<file path="src/design/bpu_pkg.sv">
// Shared types and constants for the bitfield pixel unpacker.
// Used by the register block, the channel lanes and the top level.
package bpu_pkg;

	localparam int NumLanes = 4;
	localparam int WordW    = 32;
	// The dividend is field * 255, so it needs eight more bits than the field.
	localparam int DvdW     = WordW + 8;
	localparam int DivSteps = DvdW;

	localparam logic [2:0] RegRedMask   = 3'd0;
	localparam logic [2:0] RegGreenMask = 3'd1;
	localparam logic [2:0] RegBlueMask  = 3'd2;
	localparam logic [2:0] RegAlphaMask = 3'd3;
	localparam logic [2:0] RegMode      = 3'd4;

	localparam logic ModeSwap     = 1'b0;
	localparam logic ModeBitfield = 1'b1;

	typedef struct packed {
		logic [WordW-1:0] mask_r;
		logic [WordW-1:0] mask_g;
		logic [WordW-1:0] mask_b;
		logic [WordW-1:0] mask_a;
		logic             decode_mode;
	} cfg_t;

	typedef struct packed {
		logic       done;
		logic [7:0] value;
	} lane_res_t;

	// Index of the lowest set bit; zero for an empty mask.
	function automatic logic [4:0] low_zeros(input logic [WordW-1:0] m);
		logic [4:0] n;
		n = '0;
		for (int i = WordW - 1; i >= 0; i--) begin
			if (m[i]) n = 5'(i);
		end
		return n;
	endfunction

	function automatic logic [5:0] ones_in(input logic [WordW-1:0] m);
		logic [5:0] n;
		n = '0;
		for (int i = 0; i < WordW; i++) begin
			n = n + 6'(m[i]);
		end
		return n;
	endfunction

endpackage

</file>
<file path="src/design/bpu_regs.sv">
// Configuration register block with an APB-style write and read port.
// Depends on bpu_pkg for the register indexes and the configuration struct.
module bpu_regs (
	input  logic             clk,
	input  logic             arst_n,
	input  logic             psel,
	input  logic             penable,
	input  logic             pwrite,
	input  logic [4:0]       paddr,
	input  logic [31:0]      pwdata,
	output logic [31:0]      prdata,
	output logic             pready,
	output bpu_pkg::cfg_t    cfg
);
	import bpu_pkg::*;

	cfg_t       cfg_q;
	logic [2:0] idx;
	logic       wr;

	assign pready = 1'b1;
	assign idx    = paddr[4:2];
	assign wr     = psel & penable & pwrite & pready;
	assign cfg    = cfg_q;

	always_ff @(posedge clk or negedge arst_n) begin
		if (!arst_n) begin
			cfg_q <= '0;
		end else if (wr) begin
			unique case (idx)
				RegRedMask:   cfg_q.mask_r      <= pwdata;
				RegGreenMask: cfg_q.mask_g      <= pwdata;
				RegBlueMask:  cfg_q.mask_b      <= pwdata;
				RegAlphaMask: cfg_q.mask_a      <= pwdata;
				RegMode:      cfg_q.decode_mode <= pwdata[0];
				default:      ;
			endcase
		end
	end

	always_comb begin
		unique case (idx)
			RegRedMask:   prdata = cfg_q.mask_r;
			RegGreenMask: prdata = cfg_q.mask_g;
			RegBlueMask:  prdata = cfg_q.mask_b;
			RegAlphaMask: prdata = cfg_q.mask_a;
			RegMode:      prdata = {31'd0, cfg_q.decode_mode};
			default:      prdata = '0;
		endcase
	end

endmodule

</file>
<file path="src/design/bpu_lane.sv">
// One channel lane: extracts a mask-selected field and rescales it to 8 bits
// with a bit-serial restoring divider. Depends on bpu_pkg.
module bpu_lane (
	input  logic                    clk,
	input  logic                    arst_n,
	input  logic                    start,
	input  logic                    take,
	input  logic [31:0]             word,
	input  logic [31:0]             mask,
	output bpu_pkg::lane_res_t      res
);
	import bpu_pkg::*;

	localparam logic [1:0] StIdle = 2'd0;
	localparam logic [1:0] StLoad = 2'd1;
	localparam logic [1:0] StDiv  = 2'd2;
	localparam logic [1:0] StDone = 2'd3;

	logic [1:0]       state_q;
	logic [5:0]       cnt_q;
	logic [WordW-1:0] fld_q;
	logic [DvdW-1:0]  dvd_q;
	logic [WordW-1:0] dsr_q;
	logic [WordW-1:0] rem_q;
	logic [7:0]       quo_q;
	logic [7:0]       low_q;
	logic             zero_q;
	logic             pop8_q;

	logic [4:0]       tz;
	logic [5:0]       pop;
	logic [WordW-1:0] v;
	logic [DvdW-1:0]  x;
	logic [WordW-1:0] d;
	logic [WordW:0]   trial;
	logic             ge;
	logic [WordW:0]   diff;

	always_comb begin
		tz    = low_zeros(mask);
		pop   = ones_in(mask);
		v     = fld_q >> tz;
		x     = {v, 8'd0} - {8'd0, v};
		d     = WordW'((33'd1 << pop) - 33'd1);
		trial = {rem_q, dvd_q[DvdW-1]};
		ge    = trial >= {1'b0, dsr_q};
		diff  = trial - {1'b0, dsr_q};
	end

	always_ff @(posedge clk or negedge arst_n) begin
		if (!arst_n) begin
			state_q <= StIdle;
			cnt_q   <= '0;
		end else begin
			unique case (state_q)
				StIdle: if (start) state_q <= StLoad;
				StLoad: begin
					state_q <= StDiv;
					cnt_q   <= '0;
				end
				StDiv: begin
					cnt_q <= cnt_q + 6'd1;
					if (cnt_q == 6'(DivSteps - 1)) state_q <= StDone;
				end
				StDone: if (take) state_q <= StIdle;
				default: state_q <= StIdle;
			endcase
		end
	end

	always_ff @(posedge clk) begin
		if (state_q == StIdle && start) begin
			fld_q <= word & mask;
		end
		if (state_q == StLoad) begin
			dvd_q  <= x;
			dsr_q  <= d;
			rem_q  <= '0;
			quo_q  <= '0;
			low_q  <= v[7:0];
			zero_q <= (mask == '0);
			pop8_q <= (pop == 6'd8);
		end
		if (state_q == StDiv) begin
			dvd_q <= {dvd_q[DvdW-2:0], 1'b0};
			rem_q <= ge ? diff[WordW-1:0] : trial[WordW-1:0];
			quo_q <= {quo_q[6:0], ge};
		end
	end

	// An eight-bit field needs no rescale; an empty mask reads zero.
	assign res.done  = (state_q == StDone);
	assign res.value = zero_q ? 8'd0 : (pop8_q ? low_q : quo_q);

endmodule

</file>
<file path="src/design/bitfield_pixel_unpacker.sv">
// A pixel runs through each lane's load state and divider, then the output register.
// A new pixel is not taken until all lanes finish the 40-step divide of the last one.
// The next pixel is taken while a finished result still waits in the output register.
// Reset (arst_n low, asynchronous) clears the configuration registers to zero, the
// alpha flag and all handshake state; the data registers are not reset.
// Top level: four channel lanes, the swap path and the output merge stage.
module bitfield_pixel_unpacker (
	input  logic        clk,
	input  logic        arst_n,
	input  logic        psel,
	input  logic        penable,
	input  logic        pwrite,
	input  logic [4:0]  paddr,
	input  logic [31:0] pwdata,
	output logic [31:0] prdata,
	output logic        pready,
	input  logic        s_tvalid,
	output logic        s_tready,
	input  logic [31:0] s_tdata,  // [31:0] pixel_word
	input  logic        s_tuser,  // [0] frame_start
	output logic        m_tvalid,
	input  logic        m_tready,
	output logic [39:0] m_tdata   // [7:0] out_byte0, [15:8] out_byte1, [23:16] out_byte2,
	                              // [31:24] out_byte3, [32] alpha_seen, [39:33] zero
);
	import bpu_pkg::*;

	cfg_t       cfg;
	lane_res_t  lane_res [NumLanes];
	logic [31:0] lane_mask [NumLanes];
	logic       busy_q;
	logic       fs_q;
	logic [31:0] word_q;
	logic       flag_q;
	logic       out_valid_q;
	logic [39:0] out_data_q;
	logic       accept;
	logic       all_done;
	logic       take;
	logic       flag_n;
	logic [31:0] bytes;

	bpu_regs u_regs (
		.clk     (clk),
		.arst_n  (arst_n),
		.psel    (psel),
		.penable (penable),
		.pwrite  (pwrite),
		.paddr   (paddr),
		.pwdata  (pwdata),
		.prdata  (prdata),
		.pready  (pready),
		.cfg     (cfg)
	);

	assign lane_mask[0] = cfg.mask_r;
	assign lane_mask[1] = cfg.mask_g;
	assign lane_mask[2] = cfg.mask_b;
	assign lane_mask[3] = cfg.mask_a;

	assign s_tready = !busy_q;
	assign accept   = s_tvalid & s_tready;

	for (genvar g = 0; g < NumLanes; g++) begin : g_lane
		bpu_lane u_lane (
			.clk    (clk),
			.arst_n (arst_n),
			.start  (accept),
			.take   (take),
			.word   (s_tdata),
			.mask   (lane_mask[g]),
			.res    (lane_res[g])
		);
	end

	always_comb begin
		all_done = busy_q;
		for (int i = 0; i < NumLanes; i++) begin
			all_done = all_done & lane_res[i].done;
		end
		take = all_done & (!out_valid_q | m_tready);

		if (cfg.decode_mode == ModeBitfield) begin
			bytes = {lane_res[3].value, lane_res[2].value, lane_res[1].value,
				lane_res[0].value};
		end else begin
			bytes = {word_q[31:24], word_q[7:0], word_q[15:8], word_q[23:16]};
		end

		// A frame start clears the flag before this pixel's alpha is looked at.
		flag_n = (fs_q ? 1'b0 : flag_q)
			| ((cfg.decode_mode == ModeBitfield) && (lane_res[3].value != 8'd0));
	end

	always_ff @(posedge clk or negedge arst_n) begin
		if (!arst_n) begin
			busy_q      <= 1'b0;
			flag_q      <= 1'b0;
			out_valid_q <= 1'b0;
		end else begin
			if (accept) begin
				busy_q <= 1'b1;
			end else if (take) begin
				busy_q <= 1'b0;
			end
			if (take) begin
				flag_q      <= flag_n;
				out_valid_q <= 1'b1;
			end else if (m_tready) begin
				out_valid_q <= 1'b0;
			end
		end
	end

	always_ff @(posedge clk) begin
		if (accept) begin
			word_q <= s_tdata;
			fs_q   <= s_tuser;
		end
		if (take) begin
			out_data_q <= {7'd0, flag_n, bytes};
		end
	end

	assign m_tvalid = out_valid_q;
	assign m_tdata  = out_data_q;

endmodule

</file>
<file path="config.mk">
export PLATFORM = sky130hd
export DESIGN_NAME = bitfield_pixel_unpacker
export DESIGN_NICKNAME = d
export VERILOG_FILES = /design/src/design/bpu_pkg.sv /design/src/design/bpu_regs.sv /design/src/design/bpu_lane.sv /design/src/design/bitfield_pixel_unpacker.sv
export SDC_FILE = /design/constraint.sdc
export NUM_CORES = 2
export LEC_CHECK = 0
export BUFFER_PORTS_ARGS = -buffer_cell sky130_fd_sc_hd__clkbuf_2
export CAP_MARGIN = 0
export CELL_PAD_IN_SITES_DETAIL_PLACEMENT = 0
export CELL_PAD_IN_SITES_GLOBAL_PLACEMENT = 1
export CORE_ASPECT_RATIO = 1.75
export CORE_MARGIN = 1
export CORE_UTILIZATION = 50
export CTS_CLUSTER_DIAMETER = 50
export DETAILED_ROUTE_END_ITERATION = 7
export GPL_TIMING_DRIVEN = 0
export PLACE_DENSITY_LB_ADDON = 0.12
export SLEW_MARGIN = 20
export SYNTH_ARGS = -nofsm -noshare
export SYNTH_HDL_FRONTEND = slang
export SYNTH_SLANG_ARGS = --single-unit
</file>
<file path="constraint.sdc">
create_clock -name clk -period 10.65 [get_ports clk]
set_input_delay 2.6625 -clock clk [delete_from_list [all_inputs] [get_ports clk]]
set_output_delay 2.6625 -clock clk [all_outputs]
set_load 0.02 [all_outputs]
</file>
==> metrics.sh <==
CRIT_PATH_END_KIND='flip-flop'
CLOCK_PATH_BUFFERS=3
CRIT_SLOWEST_CELL='sky130_fd_sc_hd__dfrtp_1'
AREA.GROWTH.SYNTH_TO_FINAL_PCT=10.3
SYNTH.FF_LATCH_COUNT=846
MET1WIRELENGTH_MICRONS=84500
PORT_BUFFERS=139
WIRE_LENGTH_OF_THE_FIRST_GLOBAL_ROUTING_PASS_MICRONS=344000
VIAS=55200
GRT_PASS1_VIAS=55000
GRT_USAGE=0.358
POST-SYNTH-TOP-AREA-FRACTION=0.322
ROUTED_WIRELENGTH_MICRONS=233000
FINALWEIGHTEDCONGESTION=1.03
GRT_START_MAX_NET_PINS=76
TRITONCTS_NUM_SINKS=846
DRT_ITER0_DRC=4397
RSZ0062_AT_GRT='false'
SYNTHESIS.YOSYS.WARNINGS=0
IOPINCOUNT=152
WORST-SETUP-PATH-TYPE='flip-flop to flip-flop'
STARTPOINT_TYPE='flip-flop'
CRITICAL_PATH.MOST_COMMON_CELL='sky130_fd_sc_hd__fa_1'
SETUP-TNS-FINAL_PS=0
DRCVIOLATIONCOUNT=0
CLOCK-SKEW-FINAL_PS=49.9
SYNTH-SEQ-AREA-SHARE=0.388
REPORT.FINAL.SETUP_VIOL=0
TRITONCTS='built'
DRTANTENNAVIOLNETS=0
SYNTHFLOPTYPE='sky130_fd_sc_hd__edfxtp_1'
WIDTH_OF_THE_DIE_MICRONS=271
SLEW_VIOLATIONS=0
SYNTH_TOP_CELL_BY_AREA='sky130_fd_sc_hd__edfxtp_1'
SYNTH_ENABLE_FLOP_CELLS=678
START_UTIL=0.505
CTS.CLK_SLEW.WORST_PATHS_PS=70
SYNTH_CELL_TYPE_COUNT=116
WORSTPATHMAXFANOUT=10
HOLDCRITPATHCLASS='flip-flop to flip-flop'
POST-ROUTE-MIN-PERIOD_PS=9250
NUMPLACEDINSTANCES=8650
NETLIST_TOP_CELLS_COUNT='752 x sky130_fd_sc_hd__nand2_1, 678 x sky130_fd_sc_hd__edfxtp_1, 586 x sky130_fd_sc_hd__inv_1'
GRT_OVERFLOW_TOTAL=0
SLEW-LIMIT-HEADROOM=0.298
MIN_PERIOD_OVER_PERIOD=0.869
CORE_AREA_SQ_UM=125000
CTS.REPAIR.RESIZED=0
SYN-INSTANCE-COUNT=6839
NUMBER_OF_ANTENNA_VIOLATIONS_AT_THE_FIRST_CHECK_IN_GLOBAL_ROUTING=32
MET2_WIRELENGTH_MICRONS=116000
VIA_PER_INST=6.23
H_TREE_DEPTH=3
TOPROUTINGLAYERUSED='met5'
CLOCK-ROOT-BUFFER='sky130_fd_sc_hd__clkbuf_16'
POST_CTS_HOLD_BUFFER_COUNT=0
AREA.SEQUENTIAL_SQ_UM=24500
WL_PER_CELL_MICRONS=26.3
CRITPATHMAXSTAGEDELAY_PS=650
ROWS=172
RUN_STATUS='complete, no violations'
LEADING_CELL_TYPE_BY_NUMBER_OF_INSTANCES_AFTER_SYNTHESIS='sky130_fd_sc_hd__nand2_1'
TIMING.CRITICAL_PATH.ARRIVAL_PS=9750
TRITONCTS.NUM_BUFFERS=93
DESIGN.FINAL.NETS=7561
CTS_POST_SETUP_BUFFERS_INSERTED=0
FINAL_HOLD_VIOL_COUNT=0
FILLERINSTANCES=11500
DRIVE_GT1_FRAC=0.0882
BIGGEST_AREA_CONTRIBUTORS_IN_THE_SYNTHESIZED_NETLIST='sky130_fd_sc_hd__edfxtp_1 32%, sky130_fd_sc_hd__dfrtp_1 6.5%, sky130_fd_sc_hd__ha_1 5.8%, sky130_fd_sc_hd__mux2i_1 4.9%, sky130_fd_sc_hd__nand2_1 4.5%'
CLK-INSERTION-DELAY-LATE_PS=730
SYNTHARSTFLOPSHARE=0.194
POSTSYNTHAREAPERCELL_SQ_UM=9.26
MULTI_INPUT_AREA_SQ_UM=35300
WL_MET3_MICRONS=16400
PRE_REPAIR_DR_ITERATION_COUNT=8
DIE_HEIGHT_MICRONS=473
DIE_AREA_SQ_UM=128000
SYNTH.CELL_AREA_SQ_UM=63300
WORSTMARGINPINSLEW_PS=1050
MAX_FREQ_MHz=108
HOLDWS_PS=496
FINISH.CELL_COUNT_WITHOUT_FILLERS=8856
DETAILED_PLACE_HPWL_MICRONS=182000
WORSTPATHREQUIRED_PS=11140
DRV.MAX_CAP_VIOLATION_COUNT=0
## metal layers
layer  GRT usage  vias up
li1            -    25400
met1       0.398    26700
met2       0.628     2334
met3      0.0655      775
met4       0.224       18
met5           0        -
## final cells by class
type                            instances  share of cell area
Antenna cell                           37             0.00133
Buffer                                317              0.0197
Clock buffer                          111              0.0365
Clock inverter                         58              0.0101
Inverter                              587              0.0316
Multi-Input combinational cell       5095               0.505
Sequential cell                       846               0.352
Tap cell                             1653              0.0296
Timing Repair Buffer                  152              0.0141
## flip-flops by register name, indices dropped and copies added, names as in the netlist, 4 cells and up
register / cells
g_lane.u_lane.dvd_q: 160
u_regs.cfg: 129
g_lane.u_lane.dsr_q: 128
g_lane.u_lane.fld_q: 128
g_lane.u_lane.rem_q: 128
m_tdata: 33
g_lane.u_lane.low_q: 32
g_lane.u_lane.quo_q: 32
word_q: 32
g_lane.u_lane.cnt_q: 24
g_lane.u_lane.state_q: 8
g_lane.u_lane.pop8_q: 4
g_lane.u_lane.zero_q: 4
## cells by family (layout without fill, tap and decap cells)
kind of cell / count (synthesis) / after routing / synth area share
mux: 431 / 431 / 0.0729
simple gates: 2268 / 2268 / 0.176
xor+xnor: 245 / 245 / 0.0339
buf+inv: 904 / 1225 / 0.0565
compound gates: 1751 / 1751 / 0.183
fa+ha+maj: 392 / 392 / 0.0893
other cells: 2 / 45 / 0.000119
flops: 846 / 846 / 0.388
## cell usage in the layout, fill, tap and decap left out, types with 87 or more instances in the layout
cell	n
sky130_fd_sc_hd__and2_1	221
sky130_fd_sc_hd__clkbuf_16	96
sky130_fd_sc_hd__a21o_1	111
sky130_fd_sc_hd__xor2_1	98
sky130_fd_sc_hd__nor2_1	393
sky130_fd_sc_hd__dfrtp_1	164
sky130_fd_sc_hd__o211ai_1	95
sky130_fd_sc_hd__nor2b_1	111
sky130_fd_sc_hd__nand4_1	87
sky130_fd_sc_hd__clkbuf_2	140
sky130_fd_sc_hd__xnor2_1	147
sky130_fd_sc_hd__inv_1	584
sky130_fd_sc_hd__o21ai_0	496
sky130_fd_sc_hd__mux2i_1	307
sky130_fd_sc_hd__ha_1	284
sky130_fd_sc_hd__nor3_1	102
sky130_fd_sc_hd__nand3_1	215
sky130_fd_sc_hd__fa_1	100
sky130_fd_sc_hd__mux2_2	110
sky130_fd_sc_hd__edfxtp_1	678
sky130_fd_sc_hd__a21oi_1	332
sky130_fd_sc_hd__nand2_1	752
sky130_fd_sc_hd__clkbuf_1	232
## critical path, delay by kind of cell (launching register included)
family	cells	cell delay (ps)
fa+ha+maj	10	4410
simple gates	8	1870
buf+inv	7	1270
flops	1	650
compound gates	4	560
xor+xnor	1	270
## worst paths after layout
| path | startpoint | endpoint | slack, ps | cells past startpoint |
|---|---|---|---|---|
| setup / recovery | u_regs.cfg[65] | g_lane[1].u_lane.dsr_q[10] | 1400 | 30 |
| hold / removal | g_lane[0].u_lane.dvd_q[14] | g_lane[0].u_lane.dvd_q[15] | 500 | 2 |
| setup reg to reg | u_regs.cfg[65] | g_lane[1].u_lane.dsr_q[10] | 1400 | 30 |
| hold reg to reg | g_lane[0].u_lane.dvd_q[14] | g_lane[0].u_lane.dvd_q[15] | 500 | 2 |
| max in group asynchronous | arst_n | g_lane[0].u_lane.cnt_q[4] | 7670 | 3 |
| min in group asynchronous | arst_n | g_lane[1].u_lane.cnt_q[3] | 1850 | 1 |
## through the flow
step	cell area [sq um]	util	worst slack (ps)
detailed placement	66500	0.530	1450
floorplan	63300	-	3090
global route	69700	0.556	952
finish	69800	0.556	1400
global placement	66100	0.527	1480
CTS	69700	0.556	1430
Power is left out: the tool's default activity adds up to more than one toggle a clock period on the data nets, which glitch-free logic cannot reach.
